<file path="src/rtl/cid_pkg.sv">
// ----------------------------------------------------------------------------
// Compressed instruction decoder package
// Instruction codes, ALU operation codes and the per-instruction control row
// shared by the decoder and its checker.
// ----------------------------------------------------------------------------
package cid_pkg;

  localparam int WordWidth = 16;
  localparam int RegWidth  = 3;
  localparam int ImmWidth  = 9;
  localparam int CodeWidth = 4;
  localparam int AluWidth  = 3;

  // Internal instruction codes.
  localparam logic [CodeWidth-1:0] INST_LW   = 4'd0;
  localparam logic [CodeWidth-1:0] INST_SW   = 4'd1;
  localparam logic [CodeWidth-1:0] INST_ADD  = 4'd2;
  localparam logic [CodeWidth-1:0] INST_ADDI = 4'd3;
  localparam logic [CodeWidth-1:0] INST_AND  = 4'd4;
  localparam logic [CodeWidth-1:0] INST_ANDI = 4'd5;
  localparam logic [CodeWidth-1:0] INST_OR   = 4'd6;
  localparam logic [CodeWidth-1:0] INST_XOR  = 4'd7;
  localparam logic [CodeWidth-1:0] INST_SRAI = 4'd8;
  localparam logic [CodeWidth-1:0] INST_SLLI = 4'd9;
  localparam logic [CodeWidth-1:0] INST_BEQZ = 4'd10;
  localparam logic [CodeWidth-1:0] INST_BNEZ = 4'd11;

  // ALU operation codes.
  localparam logic [AluWidth-1:0] ALU_ADD  = 3'd0;
  localparam logic [AluWidth-1:0] ALU_AND  = 3'd2;
  localparam logic [AluWidth-1:0] ALU_OR   = 3'd3;
  localparam logic [AluWidth-1:0] ALU_XOR  = 3'd4;
  localparam logic [AluWidth-1:0] ALU_SLLI = 3'd5;
  localparam logic [AluWidth-1:0] ALU_BEQZ = 3'd6;
  localparam logic [AluWidth-1:0] ALU_BNEZ = 3'd7;

  // Major opcode values of bits 15:13.
  localparam logic [2:0] FUNC_ARITH_IMM = 3'd0;
  localparam logic [2:0] FUNC_LOAD      = 3'd2;
  localparam logic [2:0] FUNC_ALU       = 3'd4;
  localparam logic [2:0] FUNC_STORE_BR  = 3'd6;
  localparam logic [2:0] FUNC_BNEZ      = 3'd7;

  // Values of the low opcode bits 1:0.
  localparam logic [1:0] QUAD0 = 2'd0;
  localparam logic [1:0] QUAD1 = 2'd1;
  localparam logic [1:0] QUAD2 = 2'd2;
  localparam logic [1:0] QUAD3 = 2'd3;

  // Sub-selector of the ALU group in bits 11:10.
  localparam logic [1:0] SUB_NONE      = 2'd0;
  localparam logic [1:0] SUB_SHIFT_ADD = 2'd1;
  localparam logic [1:0] SUB_ANDI      = 2'd2;
  localparam logic [1:0] SUB_REG       = 2'd3;

  // Register-register logic operation in bits 6:5.
  localparam logic [1:0] SEL_NONE = 2'd0;
  localparam logic [1:0] SEL_XOR  = 2'd1;
  localparam logic [1:0] SEL_OR   = 2'd2;
  localparam logic [1:0] SEL_AND  = 2'd3;

  typedef struct packed {
    logic [AluWidth-1:0] alu_op;
    logic                reg_write_en;
    logic                reg_dst_sel;
    logic                alu_b_imm;
    logic                mem_write_en;
    logic                mem_to_reg_sel;
    logic                reg_src_sel;
  } ctl_t;

  function automatic ctl_t ctl_lookup(input logic [CodeWidth-1:0] code);
    ctl_t c;
    unique case (code)
      INST_LW:   c = '{ALU_ADD,  1'b1, 1'b1, 1'b1, 1'b0, 1'b1, 1'b0};
      INST_SW:   c = '{ALU_ADD,  1'b0, 1'b0, 1'b1, 1'b1, 1'b0, 1'b0};
      INST_ADD:  c = '{ALU_ADD,  1'b1, 1'b1, 1'b0, 1'b0, 1'b0, 1'b1};
      INST_ADDI: c = '{ALU_ADD,  1'b1, 1'b1, 1'b1, 1'b0, 1'b0, 1'b1};
      INST_AND:  c = '{ALU_AND,  1'b1, 1'b1, 1'b0, 1'b0, 1'b0, 1'b1};
      INST_ANDI: c = '{ALU_AND,  1'b1, 1'b1, 1'b1, 1'b0, 1'b0, 1'b1};
      INST_OR:   c = '{ALU_OR,   1'b1, 1'b1, 1'b0, 1'b0, 1'b0, 1'b1};
      INST_XOR:  c = '{ALU_XOR,  1'b1, 1'b1, 1'b0, 1'b0, 1'b0, 1'b1};
      INST_SRAI: c = '{ALU_XOR,  1'b1, 1'b1, 1'b1, 1'b0, 1'b0, 1'b1};
      INST_SLLI: c = '{ALU_SLLI, 1'b1, 1'b1, 1'b1, 1'b0, 1'b0, 1'b1};
      INST_BEQZ: c = '{ALU_BEQZ, 1'b0, 1'b0, 1'b1, 1'b0, 1'b0, 1'b0};
      INST_BNEZ: c = '{ALU_BNEZ, 1'b0, 1'b0, 1'b1, 1'b0, 1'b0, 1'b0};
      default:   c = '{ALU_ADD,  1'b1, 1'b1, 1'b1, 1'b0, 1'b1, 1'b0};
    endcase
    return c;
  endfunction

endpackage

</file>
<file path="src/rtl/compressed_instruction_decoder_unit.sv">
// ----------------------------------------------------------------------------
// Compressed instruction decoder unit
// Decodes one 16-bit compressed instruction per cycle into register fields,
// an immediate, an instruction code, an ALU operation and control signals.
// ----------------------------------------------------------------------------
// Usage:
//   An instruction is taken on a rising edge where start is high and busy is
//   low. busy is high only while rst is asserted, so outside reset a new
//   instruction may be given on every cycle.
//   The decoded item passes through two registers: the input register takes
//   it, then the decode logic writes the result register. done is high for
//   a single cycle while the result ports hold the item.
//   Throughput is one instruction per cycle; the decode is a single pass of
//   field selection and a small control lookup between the two registers.
//   There is no back pressure: the receiver must take each result in the
//   cycle it is shown.
//   Reset (synchronous, active high) empties both registers, so no done
//   strobe follows an instruction that was in flight when reset came.
// ----------------------------------------------------------------------------
module compressed_instruction_decoder_unit (
  input  logic                              clk,
  input  logic                              rst,
  input  logic                              start,
  output logic                              busy,
  input  logic [cid_pkg::WordWidth-1:0]     instruction_word,
  output logic                              done,
  output logic [cid_pkg::RegWidth-1:0]      src_reg_a,
  output logic [cid_pkg::RegWidth-1:0]      src_reg_b,
  output logic [cid_pkg::RegWidth-1:0]      dest_reg,
  output logic [cid_pkg::ImmWidth-1:0]      imm_value,
  output logic [cid_pkg::CodeWidth-1:0]     inst_code,
  output logic [cid_pkg::AluWidth-1:0]      alu_op,
  output logic                              reg_write_en,
  output logic                              reg_dst_sel,
  output logic                              alu_b_imm,
  output logic                              mem_write_en,
  output logic                              mem_to_reg_sel,
  output logic                              reg_src_sel
);

  logic                          in_valid;
  logic [cid_pkg::WordWidth-1:0] word;

  logic [cid_pkg::RegWidth-1:0]  a_next, b_next, d_next;
  logic [cid_pkg::ImmWidth-1:0]  imm_next;
  logic [cid_pkg::CodeWidth-1:0] code_next;
  cid_pkg::ctl_t                 ctl_next;

  logic [2:0]                    func;
  logic [1:0]                    quad, wsel, ssel;
  logic [cid_pkg::RegWidth-1:0]  hi, lo;
  logic [cid_pkg::ImmWidth-1:0]  mem_imm, br_off, nz_imm, andi_imm;

  assign busy = rst;

  always_ff @(posedge clk) begin
    if (rst) begin
      in_valid <= 1'b0;
    end else begin
      in_valid <= start && !busy;
    end
    word <= instruction_word;
  end

  assign func = word[15:13];
  assign quad = word[1:0];
  assign wsel = word[11:10];
  assign ssel = word[6:5];
  assign hi   = word[9:7];
  assign lo   = word[4:2];

  assign mem_imm  = {2'b00, word[5], word[12], word[11:10], word[6], 2'b00};
  assign br_off   = {word[12], word[12], word[6:5], word[2], word[11:10], word[4:3]};
  assign nz_imm   = {3'b000, word[12], word[6:5], lo};
  assign andi_imm = {2'b00, word[12], 1'b0, word[6:5], lo};

  always_comb begin
    a_next    = '0;
    b_next    = '0;
    d_next    = '0;
    imm_next  = '0;
    code_next = cid_pkg::INST_LW;
    unique case (func)
      cid_pkg::FUNC_LOAD: begin
        a_next   = hi;
        d_next   = lo;
        imm_next = mem_imm;
      end
      cid_pkg::FUNC_STORE_BR: begin
        if (quad == cid_pkg::QUAD0) begin
          a_next    = hi;
          b_next    = lo;
          imm_next  = mem_imm;
          code_next = cid_pkg::INST_SW;
        end else if (quad == cid_pkg::QUAD1) begin
          a_next    = hi;
          imm_next  = br_off;
          code_next = cid_pkg::INST_BEQZ;
        end
      end
      cid_pkg::FUNC_BNEZ: begin
        a_next    = hi;
        imm_next  = br_off;
        code_next = cid_pkg::INST_BNEZ;
      end
      cid_pkg::FUNC_ALU: begin
        if (wsel == cid_pkg::SUB_SHIFT_ADD) begin
          if (quad == cid_pkg::QUAD2) begin
            d_next    = hi;
            b_next    = lo;
            code_next = cid_pkg::INST_ADD;
          end else if (quad == cid_pkg::QUAD1) begin
            a_next    = hi;
            d_next    = hi;
            imm_next  = nz_imm;
            code_next = cid_pkg::INST_SRAI;
          end
        end else if (wsel == cid_pkg::SUB_REG) begin
          // The funct2 field picks the register-register logic operation.
          if (ssel != cid_pkg::SEL_NONE) begin
            a_next = hi;
            d_next = hi;
            b_next = lo;
            unique case (ssel)
              cid_pkg::SEL_AND: code_next = cid_pkg::INST_AND;
              cid_pkg::SEL_OR:  code_next = cid_pkg::INST_OR;
              default:          code_next = cid_pkg::INST_XOR;
            endcase
          end
        end else if (wsel == cid_pkg::SUB_ANDI) begin
          a_next    = hi;
          d_next    = hi;
          imm_next  = andi_imm;
          code_next = cid_pkg::INST_ANDI;
        end
      end
      cid_pkg::FUNC_ARITH_IMM: begin
        if (quad == cid_pkg::QUAD1) begin
          a_next    = hi;
          d_next    = hi;
          imm_next  = nz_imm;
          code_next = cid_pkg::INST_ADDI;
        end else if (quad == cid_pkg::QUAD2) begin
          d_next    = hi;
          imm_next  = nz_imm;
          code_next = cid_pkg::INST_SLLI;
        end
      end
      default: begin
      end
    endcase
    ctl_next = cid_pkg::ctl_lookup(code_next);
  end

  always_ff @(posedge clk) begin
    if (rst) begin
      done <= 1'b0;
    end else begin
      done <= in_valid;
    end
    src_reg_a      <= a_next;
    src_reg_b      <= b_next;
    dest_reg       <= d_next;
    imm_value      <= imm_next;
    inst_code      <= code_next;
    alu_op         <= ctl_next.alu_op;
    reg_write_en   <= ctl_next.reg_write_en;
    reg_dst_sel    <= ctl_next.reg_dst_sel;
    alu_b_imm      <= ctl_next.alu_b_imm;
    mem_write_en   <= ctl_next.mem_write_en;
    mem_to_reg_sel <= ctl_next.mem_to_reg_sel;
    reg_src_sel    <= ctl_next.reg_src_sel;
  end

endmodule

</file>
<file path="config.mk">
export PLATFORM = sky130hd
export DESIGN_NAME = compressed_instruction_decoder_unit
export DESIGN_NICKNAME = d
export VERILOG_FILES = /design/src/rtl/cid_pkg.sv /design/src/rtl/compressed_instruction_decoder_unit.sv
export SDC_FILE = /design/constraint.sdc
export NUM_CORES = 1
export LEC_CHECK = 0
export ABC_AREA = 1
export CORE_AREA = 2 2 48 83
export CTS_BUF_LIST = sky130_fd_sc_hd__clkbuf_4
export CTS_CLUSTER_DIAMETER = 200
export DETAILED_ROUTE_END_ITERATION = 12
export DIE_AREA = 0 0 50 85
export DONT_BUFFER_PORTS = 1
export PLACE_DENSITY = 0.67
export REMOVE_ABC_BUFFERS = 1
export SETUP_SLACK_MARGIN = 0.2
export SYNTH_ARGS = -nofsm -noshare
export SYNTH_HDL_FRONTEND = slang
export SYNTH_SLANG_ARGS = --single-unit
</file>
<file path="constraint.sdc">
create_clock -name clk -period 1.9 [get_ports clk]
set_input_delay 0.38 -clock clk [delete_from_list [all_inputs] [get_ports clk]]
set_output_delay 0.38 -clock clk [all_outputs]
set_load 0.01 [all_outputs]
</file>
==> impl.org <==
** Worst setup path
- Startpoint class of the critical path :: flop
- Classification of the worst setup path :: reg -> reg
- Buffers plus inverters on the worst setup path :: 1
- At the worst endpoint, the arrival time is 1.83 ns.
- The critical path goes through inv_1, ha_1, o21ai_0, nand3_2, a21oi_1, nand2_1.
- Worst-case reg-to-reg path depth :: 6
- Worst reg2reg setup slack :: 0.35 ns
- In this run the critical register-to-register path is captured at alu_b_imm.
- The worst setup path is captured at a flop.
- Cell family contributing the most delay on the critical path :: compound AO/OA/AOI/OAI gates
- On the critical path, the stage with the largest delay is an instance of sky130_fd_sc_hd__dfxtp_1.
- Data on the critical path is required at its endpoint by 2.18 ns.
- Largest stage delay on the critical path :: 0.38 ns
- The startpoint identified for the worst register-to-register timing path is word[0].
- Along the worst path, the maximum fanout reaches 6.

** Route
- Number of antenna-violating nets in the routed design :: 0
- Dividing the detail-routed wire length by the instance count gives 13.42 um.
- The first TritonRoute pass finished after 4 iterations.
- For this block, the initial DRC count from the detailed router was 52.
- After detailed routing, the number of remaining DRC violations is 0.
- Dividing the detail-routed via count by the number of cells gives 5.310.
- Detailed-route via count :: 1471
- Total wirelength of the detailed-routed design :: 3718 um

** Synth
- Cell variety after synth :: 27
- Flip-flop and latch count after synthesis :: 47
- Count of warnings emitted by yosys :: 0
- A synthesized cell averages 8.266 um^2.
- In this run the biggest area consumer among cell types represents 50.37% of the synthesized area.
- Of all cell types, the one taking the most synthesized area is sky130_fd_sc_hd__dfxtp_1.
- The cell area that synthesis handed to floorplanning was 1868 um^2.
- Summing the sequential cell areas from Yosys gives 50.37% of the chip area.
- Largest cells by area after synthesis :: sky130_fd_sc_hd__dfxtp_1 50%, sky130_fd_sc_hd__nand2_1 10%, sky130_fd_sc_hd__nand3_1 5.6%
- Synthesis produced 226 cells.

** Power
- Max IR drop VDD :: 0.5777 mV
- Leakage component of the power :: 0.9225 nW
- The analysis attributes to net switching a power of 0.0004689 W.
- Sequential cells account for 60.5% of the total power.
- Internal power component :: 0.001373 W
- The clock network burns 31.0% of the power.
- Power per unit of standard cell area :: 926.9 nW/um^2
- Sw Ratio :: 25.46%
- Combinational Power Share :: 8.5%

** Place
- The congestion estimate from routability-driven global placement came to 0.9027.
- The placed instances occupy a cell area of 1884 um^2.
- Number of port buffers :: 0
- Summed over all nets, the half-perimeter wirelength after detailed placement is 2849 um.
- Place WS :: 0.2675 ns

** STA
- In the post-route analysis, the smallest setup slack over all paths is 0.3463 ns.
- The clock period could shrink to 1.554 ns.
- Setup violations remaining at the end of the flow were counted as 0.
- The final count of pins violating max slew came to 0.
- Worst Tran Pin Value :: 0.3905 ns
- Number of hold violations in the final report :: 0
- Across all hold checks on the routed design, the worst slack comes to 0.02221 ns.
- Skew final :: 0.01119 ns
- In the final timing run, aggregate negative setup slack is 0 ns.
- The worst path uses 81.77% of the clock period.
- Setup repair after global routing left no endpoint under its margin.
- Based on the critical path, the design can be clocked at up to 0.6436 GHz.
- Normalized max-slew margin :: 73.94%

** Floorplan
- Width of the die :: 50 um
- After floorplanning, the core was sized to cover 3592 um^2.
- 52 I/O pins were placed.
- Row Count :: 29
- Once the floorplan was initialized, standard cells occupied 52.00% of the core.
- The die is 85 um tall.
- The floorplan step defined a die boundary enclosing 4250 um^2.

** Layout
- Final net count :: 257
- Most common library cell in the layout ignoring fill and taps :: sky130_fd_sc_hd__nand2_1
- Top register by number of flip-flops :: word
- The register with the most flip-flops in the layout has 16 of them.
- Signed area change from the synthesized netlist to the final layout :: 6.363%
- Final Instance Area :: 1987 um^2
- Diode count :: 0
- Regs by FF count :: word: 16 flops, imm_value: 8 flops, inst_code: 4 flops
- Fill cells in the final layout number 344.
- Highest-count cells in the layout ignoring fill and taps :: 50 x sky130_fd_sc_hd__nand2_1, 47 x sky130_fd_sc_hd__dfxtp_1, 22 x sky130_fd_sc_hd__inv_1, 21 x sky130_fd_sc_hd__nand3_1, 16 x sky130_fd_sc_hd__nor2_1
- Fraction of final layout cells with drive strength greater than 1 :: 14.72%

** Worst hold path
- Hold/Removal Path Class :: in -> reg
- Hold Path Depth :: 0
- The worst hold path terminates at word[4].
- Hold Startpoint :: instruction_word[4]

** Status
- The run finished with clean final reports.

** Clock network
- TritonCTS built the clock tree.
- The clock passes through at most 2 buffers.
- Later-pin clock latency in the skew report :: 0.37 ns
- Clock-pin slew was measured on the worst setup and hold paths at 0.13 ns.
- CTS built an H-tree with a depth of 2.
- The tree built by TritonCTS fans out to 47 sinks.
- Num CTS Buffers :: 5
- The tree is rooted in a sky130_fd_sc_hd__clkbuf_4.

** GRT
- Antenna violations before repair :: 0
- First-pass GRT wire length :: 6092 um
- Global routing consumed, over all layers together, 19.00% of the routing resources.
- Via count of the first global-routing pass :: 1396
- Entering global routing, the biggest net connects 15 pins.
- Global routing finished with a remaining overflow of 0.

** Run
- Max-cap violation count :: 0
==> power by group through the flow <==
stage | Sequential [W] | Clock, W | Combinational [W]
final | 0.00111 | 0.000570 | 0.000156
after global routing | 0.00112 | 0.000619 | 0.000181
after CTS | 0.00112 | 0.000581 | 0.000152
after global placement | 0.00114 | 0 | 0.000150
after detailed placement | 0.00114 | 0 | 0.000151
after floorplan | 0.00113 | 0 | 0.000121
==> worst max path at each step <==
stage | start | endpoint | slack, ns | depth (start not counted)
floorplan | word[1] | alu_b_imm | 0.46 | 10
global placement | word[1] | reg_write_en | 0.32 | 10
detailed placement | word[1] | reg_write_en | 0.27 | 10
CTS | word[1] | alu_b_imm | 0.24 | 10
global route | word[0] | alu_b_imm | 0.21 | 6
finish | word[0] | alu_b_imm | 0.35 | 6
==> cells in the mapped netlist <==
master and instances:
sky130_fd_sc_hd__nor2_1 16, sky130_fd_sc_hd__buf_4 5, sky130_fd_sc_hd__nand2_2 4, sky130_fd_sc_hd__nor2_4 2
sky130_fd_sc_hd__inv_2 4, sky130_fd_sc_hd__nand4_1 5, sky130_fd_sc_hd__a22oi_1 2, sky130_fd_sc_hd__a21oi_2 1
sky130_fd_sc_hd__buf_6 1, sky130_fd_sc_hd__o211ai_1 1, sky130_fd_sc_hd__o21ai_0 9, sky130_fd_sc_hd__clkinv_2 1
sky130_fd_sc_hd__o21ai_2 1, sky130_fd_sc_hd__and2_1 1, sky130_fd_sc_hd__dfxtp_1 47, sky130_fd_sc_hd__o31ai_1 3
sky130_fd_sc_hd__o21ai_1 5, sky130_fd_sc_hd__ha_1 7, sky130_fd_sc_hd__inv_1 22, sky130_fd_sc_hd__nand3_1 21
sky130_fd_sc_hd__a21oi_1 6, sky130_fd_sc_hd__nand3_2 1, sky130_fd_sc_hd__nand2_4 2, sky130_fd_sc_hd__nand2_1 50
sky130_fd_sc_hd__nor2_2 5, sky130_fd_sc_hd__o2111ai_1 1, sky130_fd_sc_hd__nor3_1 3
==> cells by family (layout without fill, tap and decap cells) <==
logic type	count (synthesis)	count (layout)	share of synthesized area, %
compound gates	29	29	9.176
simple gates	110	110	27.66
flops	47	47	50.37
fa+ha+maj	7	7	4.688
buf+inv	33	38	8.104
==> metal layers <==
layer / GRT usage (%) / part of all wire [%] / up-vias
met5: 0 / 0 / -
met4: 11.11 / 2.9 / 0
met3: 5.634 / 4.7 / 11
met2: 35.65 / 55 / 45
met1: 17.06 / 38 / 682
li1: - / - / 733
==> through the flow <==
stage / total power [W] / utilization [%] / instances
after detailed placement: 0.001289 / 52.46 / 267
after global routing: 0.001922 / 55.31 / 277
after floorplan: 0.001246 / - / 220
final: 0.001842 / 55.31 / 277
after CTS: 0.001849 / 54.55 / 274
after global placement: 0.001287 / 52.46 / 267
==> cell type report <==
class	count	area [um^2]	share of cell area (%)
Clock buffer	5	37.54	1.889
Clock inverter	2	37.54	1.889
Inverter	27	102.6	5.164
Multi-Input combinational cell	146	780.7	39.29
Sequential cell	47	940.9	47.36
Tap cell	46	57.56	2.897
Timing Repair Buffer	4	30.03	1.511
==> repair_timing <==
action	CTS	global route
setup endpoints to repair	0	17
hold endpoints to repair	0	0
hold buffers	0	0
setup buffers	0	3
gates resized for setup	0	2
No activity file was read; power rests on OpenSTA's default activity.
